===== src/sv/assert_macros.svh =====
// ----------------------------------------------------------------------------
// Assertion macros
// Short forms for clocked assertions, all sampled on clk and off during rst.
// ----------------------------------------------------------------------------
`ifndef ASSERT_MACROS_SVH
`define ASSERT_MACROS_SVH

// A property that must hold at every clock edge outside reset.
`define ASSERT_AT_CLK(label, prop, msg) \
  label: assert property (@(posedge clk) disable iff (rst) prop) else $error(msg);

// A condition that must never be seen at a clock edge outside reset.
`define ASSERT_NEVER(label, expr, msg) \
  label: assert property (@(posedge clk) disable iff (rst) !(expr)) else $error(msg);

`endif


===== src/sv/sco_pkg.sv =====
// ----------------------------------------------------------------------------
// sco_pkg
// Shared constants and types of the moving-average crossover order signal.
// ----------------------------------------------------------------------------
`default_nettype none

package sco_pkg;

  // Default window lengths and price width.
  localparam int unsigned LONG_LEN_DEF   = 20;
  localparam int unsigned SHORT_LEN_DEF  = 5;
  localparam int unsigned PRICE_BITS_DEF = 50;

  // Widest price the design supports; the constants below are held at it.
  localparam int unsigned MAX_PRICE_BITS = 60;
  localparam int unsigned QTY_W          = 4;

  // First value of the windows after reset; entry i holds WINDOW_BASE + i.
  localparam int unsigned WINDOW_BASE = 100;

  // The "no ask" marker and the prices that stand in for it.
  localparam logic [MAX_PRICE_BITS-1:0] NO_ASK            = 60'd1000000000000000;
  localparam logic [MAX_PRICE_BITS-1:0] BUY_NO_ASK_PRICE  = 60'd999999999999000;
  localparam logic [MAX_PRICE_BITS-1:0] SELL_NO_ASK_PRICE = 60'd125;

  // Order side codes.
  localparam logic SIDE_SELL = 1'b0;
  localparam logic SIDE_BUY  = 1'b1;

  // Outcome of the mean comparison.
  typedef struct packed {
    logic fire;   // means differ, an order goes out
    logic side;   // SIDE_BUY or SIDE_SELL
  } verdict_t;

endpackage

`default_nettype wire


===== src/sv/sco_window.sv =====
// ----------------------------------------------------------------------------
// sco_window
// Shift line of the most recent prices with a running sum over it.
// ----------------------------------------------------------------------------
`default_nettype none

module sco_window
  import sco_pkg::*;
#(
  parameter int unsigned LEN        = LONG_LEN_DEF,
  parameter int unsigned PRICE_BITS = PRICE_BITS_DEF,
  localparam int unsigned SUM_W     = PRICE_BITS + $clog2(LEN)
) (
  input  wire logic                  clk,
  input  wire logic                  rst,
  input  wire logic                  push,
  input  wire logic [PRICE_BITS-1:0] price,
  output logic      [SUM_W-1:0]      sum
);

  localparam int unsigned SUM_RESET = LEN * WINDOW_BASE + (LEN * (LEN - 1)) / 2;

  // Entry 0 is the oldest price.
  logic [PRICE_BITS-1:0] win [LEN];
  logic [SUM_W-1:0]      sum_next;

  assign sum_next = sum + SUM_W'(price) - SUM_W'(win[0]);

  always_ff @(posedge clk) begin
    if (rst) begin
      for (int i = 0; i < LEN; i++) begin
        win[i] <= PRICE_BITS'(WINDOW_BASE + i);
      end
      sum <= SUM_W'(SUM_RESET);
    end else if (push) begin
      for (int i = 0; i < LEN - 1; i++) begin
        win[i] <= win[i+1];
      end
      win[LEN-1] <= price;
      sum        <= sum_next;
    end
  end

endmodule

`default_nettype wire


===== src/sv/sco_decide.sv =====
// ----------------------------------------------------------------------------
// sco_decide
// Exact comparison of the two means and choice of the order price.
// ----------------------------------------------------------------------------
`default_nettype none

module sco_decide
  import sco_pkg::*;
#(
  parameter int unsigned LONG_LEN    = LONG_LEN_DEF,
  parameter int unsigned SHORT_LEN   = SHORT_LEN_DEF,
  parameter int unsigned PRICE_BITS  = PRICE_BITS_DEF,
  localparam int unsigned LSUM_W     = PRICE_BITS + $clog2(LONG_LEN),
  localparam int unsigned SSUM_W     = PRICE_BITS + $clog2(SHORT_LEN)
) (
  input  wire logic [SSUM_W-1:0]     short_sum,
  input  wire logic [LSUM_W-1:0]     long_sum,
  input  wire logic [PRICE_BITS-1:0] price,
  output verdict_t                   verdict,
  output logic      [PRICE_BITS-1:0] order_price
);

  // Both scaled sums stay below LONG_LEN * SHORT_LEN * 2^PRICE_BITS.
  localparam int unsigned CMP_W = PRICE_BITS + $clog2(LONG_LEN * SHORT_LEN);

  logic [CMP_W-1:0] short_scaled;
  logic [CMP_W-1:0] long_scaled;
  logic             no_ask;

  // Multiplying by a small constant: shifts and adds in synthesis.
  assign short_scaled = CMP_W'(short_sum) * CMP_W'(LONG_LEN);
  assign long_scaled  = CMP_W'(long_sum) * CMP_W'(SHORT_LEN);

  assign verdict.fire = (short_scaled != long_scaled);
  assign verdict.side = (short_scaled > long_scaled) ? SIDE_BUY : SIDE_SELL;

  assign no_ask = (price == PRICE_BITS'(NO_ASK));

  always_comb begin
    if (!no_ask) begin
      order_price = price;
    end else if (verdict.side == SIDE_BUY) begin
      order_price = PRICE_BITS'(BUY_NO_ASK_PRICE);
    end else begin
      order_price = PRICE_BITS'(SELL_NO_ASK_PRICE);
    end
  end

endmodule

`default_nettype wire


===== src/sv/sma_crossover_order_signal_core.sv =====
// ----------------------------------------------------------------------------
// sma_crossover_order_signal_core
// Moving-average crossover of best-ask prices, issuing buy and sell orders.
// ----------------------------------------------------------------------------
// Use of the block:
// Each word on the s_axis channel carries one best-ask price and the quantity
// to attach to any order it causes. A price equal to the previous new price is
// dropped. A new price is pushed into a long and a short window, each kept as
// a shift line with a running sum. When the short mean is above the long mean
// a buy order word leaves on m_axis, when below a sell order word; on equal
// means the windows move on but no word is sent. The "no ask" price enters
// the windows as it is and only the order price is replaced.
// Timing: a word accepted at a clock edge is held in the input register; from
// there it updates the windows and sums as it moves into the b stage, and the
// resulting order is then loaded into the result register, from which it is
// offered on m_axis. A new word can be taken at every edge unless an order
// is held back on m_axis; updating the sums in one step allows that rate.
// Reset (synchronous, active high) loads the windows with 100, 101, ... and
// forgets the previous price, so the first word after reset always counts.
// Back-pressure: while an order waits on m_axis and m_axis_tready is low, the
// whole pipeline holds and s_axis_tready is low; when the waiting order is
// taken, a new word may be taken at the same edge.
// ----------------------------------------------------------------------------
`default_nettype none

`include "assert_macros.svh"

module sma_crossover_order_signal_core
  import sco_pkg::*;
#(
  parameter int unsigned LONG_LEN    = LONG_LEN_DEF,
  parameter int unsigned SHORT_LEN   = SHORT_LEN_DEF,
  parameter int unsigned PRICE_BITS  = PRICE_BITS_DEF,
  localparam int unsigned DATA_W     = ((PRICE_BITS + QTY_W + 7) / 8) * 8
) (
  input  wire logic              clk,
  input  wire logic              rst,
  // Price input channel.
  input  wire logic              s_axis_tvalid,
  output logic                   s_axis_tready,
  input  wire logic [DATA_W-1:0] s_axis_tdata,  // ask price, order quantity, zero pad
  // Order output channel.
  output logic                   m_axis_tvalid,
  input  wire logic              m_axis_tready,
  output logic      [DATA_W-1:0] m_axis_tdata,  // order_price, order_size, zero pad
  output logic                   m_axis_tuser   // order_side
);

  localparam int unsigned LSUM_W = PRICE_BITS + $clog2(LONG_LEN);
  localparam int unsigned SSUM_W = PRICE_BITS + $clog2(SHORT_LEN);

  // Pipeline advance: everything moves unless a finished order is stuck.
  logic en;

  // Input register.
  logic                  a_valid;
  logic [PRICE_BITS-1:0] a_price;
  logic [QTY_W-1:0]      a_qty;

  // Previous new price.
  logic                  have_last;
  logic [PRICE_BITS-1:0] last_price;
  logic                  push;

  // Item whose window update has just been made.
  logic                  b_valid;
  logic [PRICE_BITS-1:0] b_price;
  logic [QTY_W-1:0]      b_qty;

  // Result register.
  logic                  res_valid;
  logic                  res_side;
  logic [PRICE_BITS-1:0] res_price;
  logic [QTY_W-1:0]      res_qty;

  logic [LSUM_W-1:0]     long_sum;
  logic [SSUM_W-1:0]     short_sum;
  verdict_t              verdict;
  logic [PRICE_BITS-1:0] order_price;

  // Conditions watched by the assertions at the end.
  logic                  a_repeat;
  logic                  b_tie;
  logic                  out_stall;

  assign en            = !res_valid || m_axis_tready;
  assign s_axis_tready = en;

  // A price counts only when it differs from the last counted one.
  assign push = en && a_valid && (!have_last || (a_price != last_price));

  always_ff @(posedge clk) begin
    if (rst) begin
      a_valid    <= 1'b0;
      have_last  <= 1'b0;
      last_price <= '0;
      b_valid    <= 1'b0;
      res_valid  <= 1'b0;
    end else if (en) begin
      a_valid   <= s_axis_tvalid;
      b_valid   <= push;
      res_valid <= b_valid && verdict.fire;
      if (push) begin
        have_last  <= 1'b1;
        last_price <= a_price;
      end
    end
  end

  // Payload registers move with the pipeline and need no reset.
  always_ff @(posedge clk) begin
    if (en) begin
      a_price   <= s_axis_tdata[PRICE_BITS-1:0];
      a_qty     <= s_axis_tdata[PRICE_BITS +: QTY_W];
      b_price   <= a_price;
      b_qty     <= a_qty;
      res_side  <= verdict.side;
      res_price <= order_price;
      res_qty   <= b_qty;
    end
  end

  sco_window #(
    .LEN        (LONG_LEN),
    .PRICE_BITS (PRICE_BITS)
  ) u_long_window (
    .clk   (clk),
    .rst   (rst),
    .push  (push),
    .price (a_price),
    .sum   (long_sum)
  );

  sco_window #(
    .LEN        (SHORT_LEN),
    .PRICE_BITS (PRICE_BITS)
  ) u_short_window (
    .clk   (clk),
    .rst   (rst),
    .push  (push),
    .price (a_price),
    .sum   (short_sum)
  );

  // The sums seen here already include the item held in the b stage.
  sco_decide #(
    .LONG_LEN   (LONG_LEN),
    .SHORT_LEN  (SHORT_LEN),
    .PRICE_BITS (PRICE_BITS)
  ) u_decide (
    .short_sum   (short_sum),
    .long_sum    (long_sum),
    .price       (b_price),
    .verdict     (verdict),
    .order_price (order_price)
  );

  assign m_axis_tvalid = res_valid;
  assign m_axis_tuser  = res_side;
  assign m_axis_tdata  = DATA_W'({res_qty, res_price});

  assign a_repeat  = en && a_valid && have_last && (a_price == last_price);
  assign b_tie     = en && b_valid && !verdict.fire;
  assign out_stall = res_valid && !m_axis_tready;

  // A repeated price never reaches the decision stage.
  `ASSERT_AT_CLK(a_repeat_dropped, a_repeat |=> !b_valid, "repeated price passed on")
  // Equal means give no order.
  `ASSERT_AT_CLK(a_tie_silent, b_tie |=> !res_valid, "order issued on equal means")
  // No word is taken while a finished order is held back.
  `ASSERT_NEVER(a_ready_when_blocked, out_stall && s_axis_tready, "input ready while stalled")

endmodule

`default_nettype wire


===== config.mk =====
export PLATFORM = sky130hd
export DESIGN_NAME = sma_crossover_order_signal_core
export DESIGN_NICKNAME = d
export VERILOG_FILES = /design/src/sv/sco_pkg.sv /design/src/sv/sco_window.sv /design/src/sv/sco_decide.sv /design/src/sv/sma_crossover_order_signal_core.sv
export VERILOG_INCLUDE_DIRS = /design/src /design/src/sv
export SDC_FILE = /design/constraint.sdc
export NUM_CORES = 2
export LEC_CHECK = 0
export BUFFER_PORTS_ARGS = -buffer_cell sky130_fd_sc_hd__buf_4
export CAP_MARGIN = 20
export CORE_UTILIZATION = 55
export CTS_BUF_LIST = sky130_fd_sc_hd__clkbuf_4 sky130_fd_sc_hd__clkbuf_8
export CTS_CLUSTER_SIZE = 8
export DETAILED_ROUTE_END_ITERATION = 12
export PLACE_DENSITY = 0.71
export SLEW_MARGIN = 25
export SYNTH_ARGS = -nofsm -noshare
export SYNTH_HDL_FRONTEND = slang
export SYNTH_HIERARCHICAL = 1
export SYNTH_SLANG_ARGS = --single-unit
export TNS_END_PERCENT = 30

===== constraint.sdc =====
create_clock -name clk -period 43 [get_ports clk]
set_input_delay 4.3 -clock clk [delete_from_list [all_inputs] [get_ports clk]]
set_output_delay 4.3 -clock clk [all_outputs]
set_load 0.01 [all_outputs]

==> out/metrics.csv <==
metric;value;unit
status;completed;
io_pins;119;
critPathKind;in2reg;
cp_common_cell;buf_4;
grt.total_usage;0.227;
yosysSeqAreaShare;0.600;
cts_root_buffer;clkbuf_8;
synth_xor_area_frac;0.0259;
dieHeight;374;um
die_w;374;um
clk_pin_slew;60;ps
routed_wl;158000;um
hp-class;reg2reg;
synthCells;6113;
place_area;78500;um2
relSlewSlack;0.297;
synthTopCellsByArea;edfxtp_1 56%, and2_1 8.4%, ha_1 6.1%;
power_density;51.7;nW/um2
gp_congestion;0.899;
port_buffers;114;
synth_fa_ha_area_frac;0.0878;
detail_route.vias_per_cell;5.43;
drtPass1Iterations;6;
period_share;0.238;
rr_startpoint;a_price[43];
tightest_slew;1050;ps
grt_pass1_wl;246000;um
grt_max_degree;350;
slowest_stage;buf_4;
dieArea;140000;um2
initial_core_util;0.554;
grt_overflow_total;0;
dr_total_vias;44800;
n_fill_cell;10900;
postCtsSetupBuffers;0;
synth_top_cell_area_share;0.557;
worstPathArrival;10790;ps
synth_ff_type;edfxtp_1;
wl_per_cell;19.2;um
ys_async_sr_fraction;0;
fin_cells;8239;
fin_tns_setup;0;ps
clock_path_buffers;4;
fin_util;0.610;
drive_gt1_frac;0.102;
crit_end;u_long_window/win[19][4];
syn_avg_cell_area;12.5;um2
crit_buf_inv;8;
cp-end-kind;flip-flop;
maxSlewViolCount;0;
ys_ff_latch;1575;
drc_errors;0;
final_cell_area;83800;um2
holdBufCountCts;0;
fp-row-count;136;
hold_violations;0;
peakVddDrop;0.0418;mV
reg2reg_to;u_long_window/win[19][4];
max_stage_delay;810;ps
nNetsFinal;6803;
cts_tree;built;
r2r_slack;35610;ps
synth_compound_area_frac;0.0762;
core;137000;um2
reg2regPathDepth;13;
ant_nets;0;
dp.cells;7782;
dr.first_iter.drc_count;3557;
synth_mux_area_frac;0.0120;
fin_crit;10240;ps
maxCapViolations;0;
dp_hpwl;106000;um
final-setup-viol-count;0;
synth_top_family_by_area;simple AND/OR/NAND/NOR gates;
crit_path_max_fanout;132;
cts_resized;0;
cts.sinks;1575;
synth_edf_count;1413;
insertion_delay;990;ps
crit_path_start;m_axis_tready;
grt_antenna_before_repair;10;
synth.distinct_cells;114;
finClkSkew;90.0;ps
synth-warning-count;6;
grt_pass1_vias;43700;
power.leakage;34.1;nW
syn_to_final_growth;10.1;%
cts_made_buffers;278;
seq_area;45700;um2
multi_input_area;27600;um2
cp_data_required_time;43550;ps
synthesis.area;76100;um2
crit_chain;buf_4, nand2b_4, nand2_1, a31oi_4, buf_4, nor2_1, inv_8, buf_6, buf_6, buf_4, buf_4, buf_4;
critical_path.top_delay_family;buffers and inverters;
htree_levels;5;
synth-simple-area-share;0.159;
synth_top_area_cell;edfxtp_1;
startpoint_type;input pin;
critical_path_cell_count;12;
max_freq;97.7;MHz
grt_setup_unrepaired;no;
worst min-delay path by stage:
stage                             to  slack, ps     start  cells after the start
after global placement      b_qty[3]        400  a_qty[3]                      0
final                     res_qty[1]        410  b_qty[1]                      0
after detailed placement    b_qty[3]        400  a_qty[3]                      0
after floorplan             b_qty[0]        400  a_qty[0]                      0
after CTS                   b_qty[3]        420  a_qty[3]                      0
after global routing        b_qty[2]        420  a_qty[2]                      0
registers in the layout (all words and copies together), names as in the netlist, 4 cells and up:
| signal | count |
|---|---|
| u_long_window/sum | 55 |
| u_long_window/win | 1000 |
| b_price | 50 |
| u_short_window/sum | 53 |
| last_price | 50 |
| res_price | 50 |
| u_short_window/win | 250 |
| res_qty | 4 |
| a_price | 50 |
| a_qty | 4 |
| b_qty | 4 |
layout by cell type (no fill, tap or decap), types with 9 or more instances in the layout:
cell | Yosys | layout
a21oi_1 | 257 | 257
o22ai_1 | 37 | 37
nor3_1 | 44 | 44
or2_2 | 18 | 18
nor2b_1 | 95 | 93
a211oi_1 | 26 | 26
nor2_1 | 280 | 280
edfxtp_1 | 1413 | 1413
nand4_1 | 75 | 75
and3_1 | 28 | 28
clkbuf_4 | 0 | 99
nor4_1 | 19 | 19
clkinv_1 | 0 | 33
xor2_1 | 90 | 90
a21o_1 | 124 | 124
a31oi_1 | 33 | 32
a221oi_1 | 10 | 10
clkbuf_8 | 0 | 293
fa_1 | 102 | 102
ha_1 | 371 | 371
o21bai_1 | 50 | 50
dfxtp_1 | 162 | 162
xnor2_1 | 135 | 135
o211ai_1 | 25 | 25
nand2_1 | 200 | 199
nand2b_1 | 217 | 216
nand3b_1 | 9 | 9
inv_1 | 477 | 475
o31ai_1 | 16 | 16
nand3_1 | 50 | 50
o21a_1 | 23 | 23
o2111ai_1 | 10 | 10
o21ai_0 | 117 | 117
buf_4 | 5 | 140
and2_1 | 1025 | 1025
mux2i_1 | 90 | 90
o21ai_1 | 33 | 33
per-layer routing:
layer  share of wire  vias up  track usage
met1            0.47    21700        0.329
met3           0.056      312       0.0428
met4           0.041        2        0.103
li1                -    21700            -
met5        0.000089        -            0
met2            0.43     1017        0.331
power breakdown:
| group | internal, mW | switching (mW) |
|---|---|---|
| clock network | 0.757 | 0.581 |
| logic | 0.444 | 0.698 |
| registers | 1.79 | 0.0658 |
cell usage after synthesis, types with 37 or more instances:
| cell | instances |
|---|---|
| edfxtp_1 | 1413 |
| fa_1 | 102 |
| and2_1 | 1025 |
| dfxtp_1 | 162 |
| inv_1 | 477 |
| a21o_1 | 124 |
| nor2_1 | 280 |
| a21oi_1 | 257 |
| o21bai_1 | 50 |
| nand2b_1 | 217 |
| xnor2_1 | 135 |
| mux2i_1 | 90 |
| nand3_1 | 50 |
| nand4_1 | 75 |
| nand2_1 | 200 |
| clkbuf_1 | 245 |
| o22ai_1 | 37 |
| o21ai_0 | 117 |
| nor3_1 | 44 |
| ha_1 | 371 |
| xor2_1 | 90 |
| nor2b_1 | 95 |
final cells by class:
type,count,area share
diodes,5,0.000149
inverters,481,0.0217
repair buffers,153,0.0152
clock inverters,58,0.00576
well taps,1794,0.0268
multi-input cells,3781,0.329
flip-flops and latches,1575,0.545
clock buffers,392,0.0570
per-stage QoR:
step / worst slack [ps] / total power [mW] / hold WS (ps)
6_report: 32760 / 4.33 / 415
5_1_grt: 32280 / 4.59 / 419
4_1_cts: 32120 / 4.38 / 419
3_5_place_dp: 31020 / 3.02 / 405
3_3_place_gp: 31170 / 3.00 / 401
2_1_floorplan: 4030 / 2.80 / 400
kinds of logic (layout without fill, tap and decap cells):
| group | count (synthesis) | after routing |
|---|---|---|
| other | 1 | 7 |
| adders and majority gates | 473 | 473 |
| and+or+nand+nor | 2124 | 2124 |
| buffers and inverters | 758 | 1084 |
| muxes | 91 | 91 |
| xor gates and xnor gates | 225 | 225 |
| AOI/OAI and AO/OA | 866 | 866 |
| DFF | 1575 | 1575 |
(Power assumes the default switching activity.)
